[config.mk]
export PLATFORM = sky130hd
export DESIGN_NAME = sorted_stream_merge_sum_unit
export DESIGN_NICKNAME = d
export VERILOG_FILES = /design/src/hdl/ssms_pkg.sv /design/src/hdl/sorted_stream_merge_sum_unit.sv /design/src/hdl/ssms_merge_core.sv
export SDC_FILE = /design/constraint.sdc
export NUM_CORES = 1
export LEC_CHECK = 0
export BUFFER_PORTS_ARGS = -buffer_cell sky130_fd_sc_hd__buf_2
export CAP_MARGIN = 20
export CORE_UTILIZATION = 45
export DETAILED_ROUTE_END_ITERATION = 7
export PLACE_DENSITY = 0.72
export SLEW_MARGIN = 20
export SYNTH_ARGS = -nofsm -noshare
export SYNTH_HDL_FRONTEND = slang
export SYNTH_HIERARCHICAL = 1
export SYNTH_SLANG_ARGS = --single-unit
[constraint.sdc]
create_clock -name clk_i -period 5.1 [get_ports clk_i]
set_clock_uncertainty 0.15 [all_clocks]
set_input_delay 0.51 -clock clk_i [delete_from_list [all_inputs] [get_ports clk_i]]
set_output_delay 0.51 -clock clk_i [all_outputs]
set_load 0.01 [all_outputs]
[src/hdl/ssms_pkg.sv]
// ----------------------------------------------------------------------------
// ssms_pkg
// Shared types and defaults for the sorted stream merge/sum unit.
// ----------------------------------------------------------------------------
package ssms_pkg;

  localparam int RATE_WIDTH_DEF = 32;
  localparam int TIME_WIDTH_DEF = 32;

  // Request kind carried in the slave-side tuser
  typedef enum logic [1:0] {
    REQ_LEFT      = 2'd0,
    REQ_RIGHT     = 2'd1,
    REQ_LEFT_END  = 2'd2,
    REQ_RIGHT_END = 2'd3
  } req_e;

  // Which side has to supply the next entry
  typedef enum logic [1:0] {
    NEED_LEFT   = 2'd0,
    NEED_RIGHT  = 2'd1,
    NEED_EITHER = 2'd2,
    NEED_NONE   = 2'd3
  } need_e;

  // Per-result status flags, also the master-side tuser layout (LSB first)
  typedef struct packed {
    logic  all_done;
    need_e need_side;
    logic  out_valid;
  } status_t;

endpackage

[src/hdl/sorted_stream_merge_sum_unit.sv]
// ----------------------------------------------------------------------------
// sorted_stream_merge_sum_unit
// Two-way time-ordered merge with rate summing on equal time stamps.
// ----------------------------------------------------------------------------
//  channel   | dir | tdata (LSB first)            | tuser (LSB first)
//  ----------+-----+------------------------------+------------------------------
//  s_axis    | in  | rate_value, time_mark_in     | req_type
//  m_axis    | out | bps_total, time_mark         | out_valid, need_side, all_done
//
//  One beat accepted per cycle while m_axis keeps up; exactly one result beat
//  per input. Data passes the input register, then the merge step (one time
//  compare and one rate add in the core) feeding the result register.
//  Reset empties both slots and reopens both streams.
//  A stalled m_axis holds its beat; the input register still takes one more
//  beat, then s_axis_tready drops until the result register frees up.
// ----------------------------------------------------------------------------
module sorted_stream_merge_sum_unit #(
  parameter int RATE_WIDTH = ssms_pkg::RATE_WIDTH_DEF,
  parameter int TIME_WIDTH = ssms_pkg::TIME_WIDTH_DEF,
  localparam int S_TDATA_W = ((RATE_WIDTH + TIME_WIDTH + 7) / 8) * 8,
  localparam int M_TDATA_W = ((RATE_WIDTH + 1 + TIME_WIDTH + 7) / 8) * 8
) (
  input  logic                 clk_i,
  input  logic                 rst_ni,
  input  logic                 s_axis_tvalid_i,
  output logic                 s_axis_tready_o,
  input  logic [S_TDATA_W-1:0] s_axis_tdata_i,  // rate_value, time_mark_in, zero pad
  input  logic [1:0]           s_axis_tuser_i,  // req_type
  output logic                 m_axis_tvalid_o,
  input  logic                 m_axis_tready_i,
  output logic [M_TDATA_W-1:0] m_axis_tdata_o,  // bps_total, time_mark, zero pad
  output logic [3:0]           m_axis_tuser_o   // out_valid, need_side[1:0], all_done
);

  localparam int M_USED_W = RATE_WIDTH + 1 + TIME_WIDTH;

  // input register
  logic                  in_vld_q, in_vld_d;
  ssms_pkg::req_e        in_kind_q;
  logic [RATE_WIDTH-1:0] in_rate_q;
  logic [TIME_WIDTH-1:0] in_time_q;

  // result register
  logic                  out_vld_q, out_vld_d;
  ssms_pkg::status_t     out_stat_q;
  logic [RATE_WIDTH:0]   out_bps_q;
  logic [TIME_WIDTH-1:0] out_time_q;

  ssms_pkg::status_t     step_stat;
  logic [RATE_WIDTH:0]   step_bps;
  logic [TIME_WIDTH-1:0] step_time;

  logic out_free, step, s_load;

  assign out_free        = !out_vld_q || m_axis_tready_i;
  assign step            = in_vld_q && out_free;
  assign s_axis_tready_o = !in_vld_q || out_free;
  assign s_load          = s_axis_tvalid_i && s_axis_tready_o;

  always_comb begin
    in_vld_d = in_vld_q;
    if (s_load)    in_vld_d = 1'b1;
    else if (step) in_vld_d = 1'b0;

    out_vld_d = out_vld_q;
    if (step)                 out_vld_d = 1'b1;
    else if (m_axis_tready_i) out_vld_d = 1'b0;
  end

  always_ff @(posedge clk_i or negedge rst_ni) begin
    if (!rst_ni) begin
      in_vld_q  <= 1'b0;
      out_vld_q <= 1'b0;
    end else begin
      in_vld_q  <= in_vld_d;
      out_vld_q <= out_vld_d;
    end
  end

  // payload registers, no reset
  always_ff @(posedge clk_i) begin
    if (s_load) begin
      in_kind_q <= ssms_pkg::req_e'(s_axis_tuser_i);
      in_rate_q <= s_axis_tdata_i[RATE_WIDTH-1:0];
      in_time_q <= s_axis_tdata_i[RATE_WIDTH +: TIME_WIDTH];
    end
    if (step) begin
      out_stat_q <= step_stat;
      out_bps_q  <= step_bps;
      out_time_q <= step_time;
    end
  end

  ssms_merge_core #(
    .RATE_WIDTH (RATE_WIDTH),
    .TIME_WIDTH (TIME_WIDTH)
  ) u_core (
    .clk_i    (clk_i),
    .rst_ni   (rst_ni),
    .step_i   (step),
    .kind_i   (in_kind_q),
    .rate_i   (in_rate_q),
    .time_i   (in_time_q),
    .status_o (step_stat),
    .bps_o    (step_bps),
    .time_o   (step_time)
  );

  assign m_axis_tvalid_o = out_vld_q;
  assign m_axis_tuser_o  = out_stat_q;
  assign m_axis_tdata_o  = M_TDATA_W'({out_time_q, out_bps_q});

  // M_USED_W documents the packed width; pad bits above it are zero
  if (M_USED_W > M_TDATA_W) begin : g_bad_width
    $error("result tdata too narrow");
  end

endmodule

[src/hdl/ssms_merge_core.sv]
// ----------------------------------------------------------------------------
// ssms_merge_core
// Two holding slots plus end flags; one merge step per strobe.
// ----------------------------------------------------------------------------
module ssms_merge_core #(
  parameter int RATE_WIDTH = ssms_pkg::RATE_WIDTH_DEF,
  parameter int TIME_WIDTH = ssms_pkg::TIME_WIDTH_DEF
) (
  input  logic                  clk_i,
  input  logic                  rst_ni,
  input  logic                  step_i,
  input  ssms_pkg::req_e        kind_i,
  input  logic [RATE_WIDTH-1:0] rate_i,
  input  logic [TIME_WIDTH-1:0] time_i,
  output ssms_pkg::status_t     status_o,
  output logic [RATE_WIDTH:0]   bps_o,
  output logic [TIME_WIDTH-1:0] time_o
);

  logic                  l_held_q, l_held_d, r_held_q, r_held_d;
  logic                  l_end_q, l_end_d, r_end_q, r_end_d;
  logic [RATE_WIDTH-1:0] l_rate_q, l_rate_d, r_rate_q, r_rate_d;
  logic [TIME_WIDTH-1:0] l_time_q, l_time_d, r_time_q, r_time_d;

  logic want_l, want_r;

  always_comb begin
    l_held_d = l_held_q;
    r_held_d = r_held_q;
    l_end_d  = l_end_q;
    r_end_d  = r_end_q;
    l_rate_d = l_rate_q;
    r_rate_d = r_rate_q;
    l_time_d = l_time_q;
    r_time_d = r_time_q;
    bps_o    = '0;
    time_o   = '0;
    status_o.out_valid = 1'b0;

    // apply the request; entries for a closed side or a full slot are dropped
    case (kind_i)
      ssms_pkg::REQ_LEFT: begin
        if (!l_end_q && !l_held_q) begin
          l_held_d = 1'b1;
          l_rate_d = rate_i;
          l_time_d = time_i;
        end
      end
      ssms_pkg::REQ_RIGHT: begin
        if (!r_end_q && !r_held_q) begin
          r_held_d = 1'b1;
          r_rate_d = rate_i;
          r_time_d = time_i;
        end
      end
      ssms_pkg::REQ_LEFT_END:  l_end_d = 1'b1;
      ssms_pkg::REQ_RIGHT_END: r_end_d = 1'b1;
      default: ;
    endcase

    // emit from the updated slots
    if (l_held_d && r_held_d) begin
      status_o.out_valid = 1'b1;
      if (l_time_d < r_time_d) begin
        bps_o    = {1'b0, l_rate_d};
        time_o   = l_time_d;
        l_held_d = 1'b0;
      end else if (r_time_d < l_time_d) begin
        bps_o    = {1'b0, r_rate_d};
        time_o   = r_time_d;
        r_held_d = 1'b0;
      end else begin
        bps_o    = {1'b0, l_rate_d} + {1'b0, r_rate_d};
        time_o   = l_time_d;
        l_held_d = 1'b0;
        r_held_d = 1'b0;
      end
    end else if (l_held_d && r_end_d) begin
      status_o.out_valid = 1'b1;
      bps_o    = {1'b0, l_rate_d};
      time_o   = l_time_d;
      l_held_d = 1'b0;
    end else if (r_held_d && l_end_d) begin
      status_o.out_valid = 1'b1;
      bps_o    = {1'b0, r_rate_d};
      time_o   = r_time_d;
      r_held_d = 1'b0;
    end

    want_l = !l_held_d && !l_end_d;
    want_r = !r_held_d && !r_end_d;
    if (want_l && want_r)  status_o.need_side = ssms_pkg::NEED_EITHER;
    else if (want_l)       status_o.need_side = ssms_pkg::NEED_LEFT;
    else if (want_r)       status_o.need_side = ssms_pkg::NEED_RIGHT;
    else                   status_o.need_side = ssms_pkg::NEED_NONE;
    status_o.all_done = l_end_d && r_end_d && !l_held_d && !r_held_d;
  end

  always_ff @(posedge clk_i or negedge rst_ni) begin
    if (!rst_ni) begin
      l_held_q <= 1'b0;
      r_held_q <= 1'b0;
      l_end_q  <= 1'b0;
      r_end_q  <= 1'b0;
      l_rate_q <= '0;
      r_rate_q <= '0;
      l_time_q <= '0;
      r_time_q <= '0;
    end else if (step_i) begin
      l_held_q <= l_held_d;
      r_held_q <= r_held_d;
      l_end_q  <= l_end_d;
      r_end_q  <= r_end_d;
      l_rate_q <= l_rate_d;
      r_rate_q <= r_rate_d;
      l_time_q <= l_time_d;
      r_time_q <= r_time_d;
    end
  end

endmodule

-- Word level (Yosys, flattened, before mapping)
Cells that the tools add are included.
- register bits after elaboration: 269
- bits of input ports: 70
- add/sub/neg operators: 1
- order comparisons: 2
- eq/ne operators: 3
- muxes and demuxes: 39
- reduce and logical (&&, ||, !) cells: 30
- operators by type and width (kind ; count):
    32-bit 2-to-1 mux ; 14
    33-bit 2-to-1 mux ; 4
    32-bit less-than comparator ; 2
    32-bit by 32-bit adder with 33-bit output ; 1
    1-bit 2-to-1 mux ; 19
    1-bit logical AND ; 13
    1-bit logical NOT ; 10
    2-bit == test, second input constant ; 2
    2-bit 2-to-1 mux ; 2
    2-bit nonzero test ; 2
    2-bit OR reduction ; 2
    2-bit by 1-bit == test with 1-bit output, second input constant ; 1
    2-bit logical NOT ; 1
    1-bit logical OR ; 2

-- Depth between registers and ports, before layout
Gate-level depths: netlist of the first run.
- depth in word-level cells: 12
- depth in mapped cells: 19

-- Cells and area by module
The synthesis of the first run kept the hierarchy.
- by module, submodules not included (module ; instances ; cells an instance ; area an instance (um^2) ; sequential area each (um^2)):
    ssms_merge_core ; 1 ; 1110 ; 9630.5 ; 3303.2
    sorted_stream_merge_sum_unit ; 1 ; 151 ; 4214.0 ; 4103.9

-- Worst setup path after synthesis of the first run
OpenSTA, ideal clock, no wires.
- path kind: reg2reg
- from: reg in_kind_q[0]
- to: reg out_bps_q[30], data pin
- arrival: 4.131 ns
- data required time: 4.685 ns
- slack: 0.553 ns
- stages on the path, launching flop included: 19
- period minus slack after synthesis: 4.547 ns
- cell sequence: edfxtp_1 -> inv_1 -> nor4_1 -> buf_2 -> buf_2 -> buf_2 -> mux2i_1 -> inv_1 -> ha_1 -> fa_1 -> a21o_1 -> a221o_1 -> a31oi_4 -> o31ai_2 -> a31o_4 -> a21oi_4 -> or3_1 -> a21oi_1 -> or3_1
- longest elaborated chain between the ends: 6
- elaborated cells on any way between the ends: 23
- classes of those cells: add/sub: 1; order compare: 2; eq/ne: 3; mux: 13; reduce/logical: 4
- ends and longest elaborated chain (item ; line ; text):
    start, declared ; sorted_stream_merge_sum_unit.sv:39 ; ssms_pkg::req_e in_kind_q;
    start signal, assigned ; sorted_stream_merge_sum_unit.sv:83 ; in_kind_q <= ssms_pkg::req_e'(s_axis_tuser_i);
    2-bit by 1-bit == test with 1-bit output ; ssms_merge_core.sv:41 ; case (kind_i)
    32-bit 2-to-1 mux ; ssms_merge_core.sv:41 ;
    net u_core.r_rate_d[0] ; ssms_merge_core.sv:22 ; logic [RATE_WIDTH-1:0] l_rate_q, l_rate_d, r_rate_q, r_rate_d;
    32-bit by 32-bit adder with 33-bit output ; ssms_merge_core.sv:73 ; bps_o = {1'b0, l_rate_d} + {1'b0, r_rate_d};
    33-bit 2-to-1 mux ; ssms_merge_core.sv:68 ; end else if (r_time_d < l_time_d) begin
    33-bit 2-to-1 mux ; ssms_merge_core.sv:64 ; if (l_time_d < r_time_d) begin
    33-bit 2-to-1 mux ; ssms_merge_core.sv:62 ; if (l_held_d && r_held_d) begin
    net step_bps[30] ; sorted_stream_merge_sum_unit.sv:50 ; logic [RATE_WIDTH:0] step_bps;
    end signal, assigned ; sorted_stream_merge_sum_unit.sv:89 ; out_bps_q <= step_bps;
    end, declared ; sorted_stream_merge_sum_unit.sv:46 ; logic [RATE_WIDTH:0] out_bps_q;
The timed path passes the listed nets, and every way through them passes these cells.
A chain may end at the register's enable or synchronous reset.

-- Final worst setup path of the first run
- from: reg in_kind_q[0]
- to: reg out_bps_q[14], data pin
- longest elaborated chain between the ends: 6
- elaborated cells on any way between the ends: 23
- classes of those cells: add/sub: 1; order compare: 2; eq/ne: 3; mux: 13; reduce/logical: 4
- ends and longest elaborated chain (item ; line ; text):
    2-bit by 1-bit == test with 1-bit output (*) ; ssms_merge_core.sv:41 ;
    32-bit 2-to-1 mux (*) ; ssms_merge_core.sv:41 ;
    net u_core.r_time_d[27] ; ssms_merge_core.sv:23 ; logic [TIME_WIDTH-1:0] l_time_q, l_time_d, r_time_q, r_time_d;
    32-bit less-than comparator ; ssms_merge_core.sv:68 ;
    33-bit 2-to-1 mux ; ssms_merge_core.sv:68 ;
    33-bit 2-to-1 mux (*) ; ssms_merge_core.sv:64 ;
    33-bit 2-to-1 mux (*) ; ssms_merge_core.sv:62 ;
    net step_bps[14] ; sorted_stream_merge_sum_unit.sv:50 ;
Mark *: on every way through the listed nets, which the timed path passes. The rest lies on a longest branch.

==> results of run 1 <==
[cell usage in the layout, fill, tap and decap left out, types with 17 or more instances in the layout]
| master | synthesis | final |
|---|---|---|
| buf_4 | 8 | 22 |
| mux2i_1 | 114 | 114 |
| buf_2 | 17 | 139 |
| edfxtp_1 | 135 | 135 |
| clkbuf_16 | 0 | 29 |
| o22ai_1 | 36 | 36 |
| dfrtp_1 | 134 | 134 |
| ha_1 | 64 | 64 |
| dlygate4sd3_1 | 0 | 62 |
| o21ai_0 | 27 | 27 |
| a21oi_1 | 154 | 154 |
| nor2_1 | 145 | 145 |
| mux2_2 | 31 | 31 |
| o22a_1 | 17 | 17 |
| nand2_1 | 39 | 39 |
| inv_1 | 92 | 92 |
[path summary, 6_finish.rpt]
check                                               startpoint                         endpoint  slack [ps]  depth (start not counted)
worst max-delay path                    in_kind_q[0]$_DFFE_PP_          out_bps_q[14]$_DFFE_PP_         370                         14
worst min-delay path                        s_axis_tdata_i[29]          in_rate_q[29]$_DFFE_PP_          20                          1
worst max register to register          in_kind_q[0]$_DFFE_PP_          out_bps_q[14]$_DFFE_PP_         370                         14
worst min register to register  u_core/r_rate_q[3]$_DFFE_PN0P_   u_core/r_rate_q[3]$_DFFE_PN0P_         350                          1
max in group asynchronous                               rst_ni   u_core/l_rate_q[7]$_DFFE_PN0P_        3240                          3
min in group asynchronous                               rst_ni  u_core/r_time_q[18]$_DFFE_PN0P_         490                          2
[area by class of cell]
type | count | area [sq um] | area share (%)
Clock buffer | 41 | 801 | 4.82
Inverter | 92 | 345 | 2.08
Sequential cell | 269 | 7410 | 44.6
Antenna cell | 1 | 2.50 | 0.0151
Timing Repair Buffer | 227 | 1540 | 9.30
Tap cell | 390 | 488 | 2.94
Clock inverter | 13 | 196 | 1.18
Multi-Input combinational cell | 835 | 5810 | 35.0
[cells by family after synthesis]
logic type / synth area share, %
XOR/XNOR: 1.58
other: 0.0271
multiplexers: 10.8
buffers and inverters: 4.85
AND/OR/NAND/NOR: 9.26
flip-flops: 53.5
adder cells (fa/ha/maj): 5.93
AO/OA/AOI/OAI: 14.1
[power by group]
group          leakage (uW)  switching (uW)  internal [uW]
combinational       0.00348            2540           1850
sequential          0.00274             281           2960
clock              0.000480             846           1340
[worst max-delay path: stages, from the launching register on]
cell and delay (ps):
edfxtp_1 430, inv_1 100, nor4_2 500, buf_6 340, mux2i_1 320, inv_1 90, ha_1 330, nand4_2 190
nor4_4 490, nand3_2 260, and3_1 280, o31ai_4 380, buf_4 290, o22a_1 170, o21ai_0 100
[flip-flops by register name (all words and copies together), names as in the netlist]
signal / cells
in_time_q: 32
m_axis_tuser_o: 4
u_core/l_end_q: 1
u_core/r_held_q: 1
out_time_q: 32
u_core/r_end_q: 1
u_core/l_rate_q: 32
u_core/r_time_q: 32
m_axis_tvalid_o: 1
u_core/l_time_q: 32
in_vld_q: 1
u_core/r_rate_q: 32
in_kind_q: 2
in_rate_q: 32
out_bps_q: 33
u_core/l_held_q: 1
[stage by stage]
step	std cells	area, sq um	utilization (%)	setup slack (ps)
after floorplan	1267	13900	-	553
after global placement	1751	15000	50.0	499
after detailed placement	1751	15000	50.0	351
after CTS	1867	16600	55.4	297
after global routing	1867	16600	55.4	44.9
final	1868	16600	55.4	373
[routing by layer]
metal	share of wire [%]	track usage, %
met1	47	26.9
met5	0	0
met3	5.0	3.08
met4	2.1	4.91
met2	46	32.2
[timing repair]
action | CTS | global route
gates resized for setup | 0 | 1
endpoints found under the hold margin | 157 | 0
setup endpoints to repair | 0 | 2
hold buffers | 62 | 0
==> results.sh, run 1 <==
export IMPL_synth_avg_cell_area_sq_um=11.0
export IMPL_grt_max_degree=98
export IMPL_synth_area_leaders="edfxtp_1 29%, dfrtp_1 24%, mux2i_1 8.2%, ha_1 5.8%, a21oi_1 5.6%"
export IMPL_path_clk_slew_ps=60
export IMPL_p_per_area_mw_per_mm2=592
export IMPL_synth_edf_count=135
export IMPL_antenna_left=0
export IMPL_hold_viol=0
export IMPL_arrival_ps=4840
export IMPL_synth_cells=1261
export IMPL_crit_path_start_kind="flop"
export IMPL_place_gp_congestion=0.851
export IMPL_rows=63
export IMPL_ys_warnings_count=6
export IMPL_timing_slew_headroom_pct=33.7
export IMPL_p_leak_uw=0.00670
export IMPL_first_global_vias=9761
export IMPL_io_buffer_count=140
export IMPL_drt_iter0_drc=673
export IMPL_clock_sinks=269
export IMPL_synth_top_cell_area_share_pct=29.3
export IMPL_tns_ps=0
export IMPL_fin_crit_ps=4730
export IMPL_routed_via_density=5.35
export IMPL_cts_tree="built"
export IMPL_worstPathRequired_ps=5210
export IMPL_worstSetupPathType="flop to flop"
export IMPL_power_uw=9820
export IMPL_cts_root_buf="clkbuf_16"
export IMPL_outcome="finished, final reports clean"
export IMPL_syn_cell_area_sq_mm=0.0138
export IMPL_ctsLongestPathBuffers=3
export IMPL_setup_viol=0
export IMPL_fin_nets=1589
export IMPL_grt_pass1_wl_um=49600
export IMPL_yosysUniqueCellTypes=66
export IMPL_dieArea_sq_mm=0.0315
export IMPL_first_pass_iters=7
export IMPL_post_dp_hpwl_um=20300
export IMPL_hold_path_class="primary input to flop"
export IMPL_synth_most_common_cell="a21oi_1"
export IMPL_ys_seq_area_share_pct=53.5
export IMPL_synth_seq_cells=269
export IMPL_core_sq_mm=0.0300
export IMPL_synth_async_reset_ratio_pct=49.8
export IMPL_drive_gt1_share_pct=17.7
export IMPL_ir_drop_mv=0.324
export IMPL_tightest_slew_ps=994
export IMPL_h_tree_depth=1
export IMPL_period_share_pct=92.7
export IMPL_ios=148
export IMPL_report_final_slew_viol_count=0
export IMPL_cts_made_buffers=29
export IMPL_ys_flop_type="edfxtp_1"
export IMPL_cp_end_kind="flop"
export IMPL_routed_wl_um=30800
export IMPL_cts_setup_buffers=0
export IMPL_rsz0062_at_grt="false"
export IMPL_start_util_pct=46.2
export IMPL_grt_usage_pct=19.5
export IMPL_die_height_um=177
export IMPL_route_detailed_drc=0
export IMPL_n_fill_cell=2531
export IMPL_critPathMaxFanout=20
export IMPL_cap_violations=0
export IMPL_synthTopCellsByCount="154 x a21oi_1, 145 x nor2_1, 135 x edfxtp_1"
export IMPL_fin_hold_ws_ps=22.9
export IMPL_synth_top_area_cell="edfxtp_1"
export IMPL_grt_ovfl_total=0
export IMPL_clk_latency_ps=550
export IMPL_area_growth_pct=19.9
export IMPL_antenna_found_initial=1
export IMPL_fmax_mhz=212
export IMPL_num_vias=10000
export IMPL_die_w_um=177
export IMPL_wl_per_cell_um=16.5
Note: power is estimated with default switching activity, not from simulation.
==> run 2: changes to the inputs <==
--- a/config.mk
+++ b/config.mk
@@ -9,7 +9,7 @@
 export CAP_MARGIN = 20
 export CORE_UTILIZATION = 45
 export DETAILED_ROUTE_END_ITERATION = 7
-export PLACE_DENSITY = 0.72
+export PLACE_DENSITY = 0.73
 export SLEW_MARGIN = 20
 export SYNTH_ARGS = -nofsm -noshare
 export SYNTH_HDL_FRONTEND = slang
==> run 2 against run 1 <==
Against the previous run: combinational power is essentially flat; hold slack hardly changed; first-iteration DRC count up 6.4%; non-clock buffer count is 2 lower; sequential share of layout area increased by 0.24 points; setup slack got worse by 70 ps; maximum frequency decreased by 1.5%.
==> results.sh, run 2 (synthesis gave the netlist of run 1 again) <==
export IMPL_outcome="finished, final reports clean"
export IMPL_drt_iter0_drc=716
export IMPL_dp_slack_ps=345
export IMPL_h_tree_depth=1
export IMPL_power_frac_comb_pct=45.5
export IMPL_arrival_ps=4930
export IMPL_pwr_share_seq_pct=33.8
export IMPL_hold_path_class="primary input to flop"
export IMPL_routed_wl_um=31200
export IMPL_area_growth_pct=19.2
export IMPL_met3_usage_pct=2.59
export IMPL_core_sq_mm=0.0300
export IMPL_route_detailed_drc=0
export IMPL_antenna_found_initial=0
export IMPL_grt_usage_pct=19.8
export IMPL_cp_end_kind="flop"
export IMPL_ir_drop_mv=0.348
export IMPL_cts_made_buffers=29
export IMPL_placed_area_sq_mm=0.0150
export IMPL_first_pass_iters=6
export IMPL_tns_ps=0
export IMPL_worstPathRequired_ps=5230
export IMPL_post_dp_hpwl_um=20900
export IMPL_layout_common_cells="154 x a21oi_1, 145 x nor2_1, 139 x buf_2"
export IMPL_setup_viol=0
export IMPL_die_w_um=177
export IMPL_p_int_uw=5960
export IMPL_timing_slew_headroom_pct=32.4
export IMPL_ios=148
export IMPL_wl_per_cell_um=16.7
export IMPL_grt_busiest_layer="met2"
export IMPL_antenna_left=0
export IMPL_drive_gt1_share_pct=17.6
export IMPL_final_area_sq_mm=0.0165
export IMPL_report_final_slew_viol_count=0
export IMPL_largest_register="out_bps_q"
export IMPL_slowest_stage="nor4_2"
export IMPL_cts_root_buf="clkbuf_16"
export IMPL_insertedDiodeCount=0
export IMPL_rows=63
export IMPL_clock_sinks=269
export IMPL_clockPowerShare_pct=20.6
export IMPL_worstSetupPathType="flop to flop"
export IMPL_final_common_cell="a21oi_1"
export IMPL_routed_via_density=5.39
export IMPL_cts_tree="built"
export IMPL_start_util_pct=46.2
export IMPL_p_leak_uw=0.00666
export IMPL_cts_setup_buffers=0
export IMPL_num_vias=10000
export IMPL_fin_nets=1587
export IMPL_slowest_delay_ps=490
export IMPL_grt_max_degree=104
export IMPL_first_global_vias=9776
export IMPL_switching_share_pct=38.1
export IMPL_worst_slack_ps=304
export IMPL_path_clk_slew_ps=60
export IMPL_largest_reg_flops=33
export IMPL_rsz0062_at_grt="true"
export IMPL_fmax_mhz=208
export IMPL_die_height_um=177
export IMPL_crit_path_cell_trace="inv_1, nor4_2, buf_12, mux2i_1, inv_1, ha_1, fa_1, a21o_1, a221o_1, a31oi_4, o31ai_2, a31o_4, a21oi_4, o21ai_1, a221oi_1, nor4_1"
export IMPL_p_per_area_mw_per_mm2=583
export IMPL_clk_latency_ps=550
export IMPL_period_share_pct=94.0
export IMPL_met1_usage_pct=27.5
export IMPL_grt_ovfl_total=0
export IMPL_p_sw_uw=3660
export IMPL_met2_usage_pct=32.1
export IMPL_crit_path_start_kind="flop"
export IMPL_ctsLongestPathBuffers=3
export IMPL_cap_violations=0
export IMPL_dieArea_sq_mm=0.0315
export IMPL_io_buffer_count=140
export IMPL_fin_crit_ps=4800
export IMPL_place_gp_congestion=0.884
export IMPL_power_uw=9620
export IMPL_hold_viol=0
export IMPL_tightest_slew_ps=1010
export IMPL_n_fill_cell=2530
export IMPL_critPathMaxFanout=30
export IMPL_cp_common_cell="inv_1"
export IMPL_grt_pass1_wl_um=49800
## run 2: changes by cell type in the layout (fill, tap and decap cells not counted), sizes merged
cell,previous run,this run
diode,1,0
inv,93,94
bufinv,5,1
buf,165,164
clkbuf,41,43
clkinv,5,7
dlygate4sd3,62,60
## run 2: path summary, 6_finish.rpt
kind / from / slack (ps) / cells after the start / endpoint
setup / recovery: in_kind_q[0]$_DFFE_PP_ / 300 / 16 / out_bps_q[32]$_DFFE_PP_
hold / removal: s_axis_tvalid_i / 20 / 2 / in_vld_q$_DFFE_PN0P_
setup reg to reg: in_kind_q[0]$_DFFE_PP_ / 300 / 16 / out_bps_q[32]$_DFFE_PP_
hold reg to reg: u_core/r_rate_q[9]$_DFFE_PN0P_ / 350 / 1 / u_core/r_rate_q[9]$_DFFE_PN0P_
max in group asynchronous: rst_ni / 3270 / 3 / u_core/r_rate_q[19]$_DFFE_PN0P_
min in group asynchronous: rst_ni / 510 / 2 / u_core/l_time_q[16]$_DFFE_PN0P_
## run 2: repair_timing
| action | 4_1_cts | 5_1_grt |
|---|---|---|
| resized for setup | 0 | 1 |
| endpoints found under the setup margin | 0 | 2 |
| endpoints found under the hold margin | 75 | 1 |
| hold buffers | 59 | 1 |
## run 2: per-layer routing
layer	up-vias	routed length (um)
li1	4927	-
met5	-	0
met4	0	942
met1	4757	14400
met2	289	14400
met3	73	1490
## run 2: final cells by class
cell class              instances  area (sq um)  share of cell area, %
flip-flops and latches        269          7410                   44.9
clock inverters                12          98.8                  0.599
clock buffers                  42           805                   4.87
inverters                      92           345                   2.09
well taps                     390           488                   2.96
repair buffers                225          1550                   9.40
multi-input cells             835          5810                   35.2
## run 2: power groups by stage
stage	registers, uW	logic (uW)	clock network (uW)
2_1_floorplan	3280	3220	0
3_3_place_gp	3260	4210	0
3_5_place_dp	3290	4310	0
4_1_cts	3250	4370	2040
5_1_grt	3320	4900	2120
6_report	3250	4380	1980
## run 2: stage by stage
| step | hold slack, ps | utilization [%] | cells |
|---|---|---|---|
| floorplan | 64.4 | - | 1267 |
| global placement | 335 | 50.1 | 1751 |
| detailed placement | 344 | 50.1 | 1751 |
| CTS | 0.257 | 55.1 | 1864 |
| global route | 6.59 | 55.1 | 1865 |
| finish | 22.6 | 55.1 | 1865 |
## run 2: worst max-delay path, delay by kind of cell (launching register included)
| family | cells | cell delay (ps) |
|---|---|---|
| buf+inv | 3 | 490 |
| mux | 1 | 310 |
| fa+ha+maj | 2 | 650 |
| simple gates | 2 | 570 |
| flops | 1 | 430 |
| compound gates | 8 | 1890 |
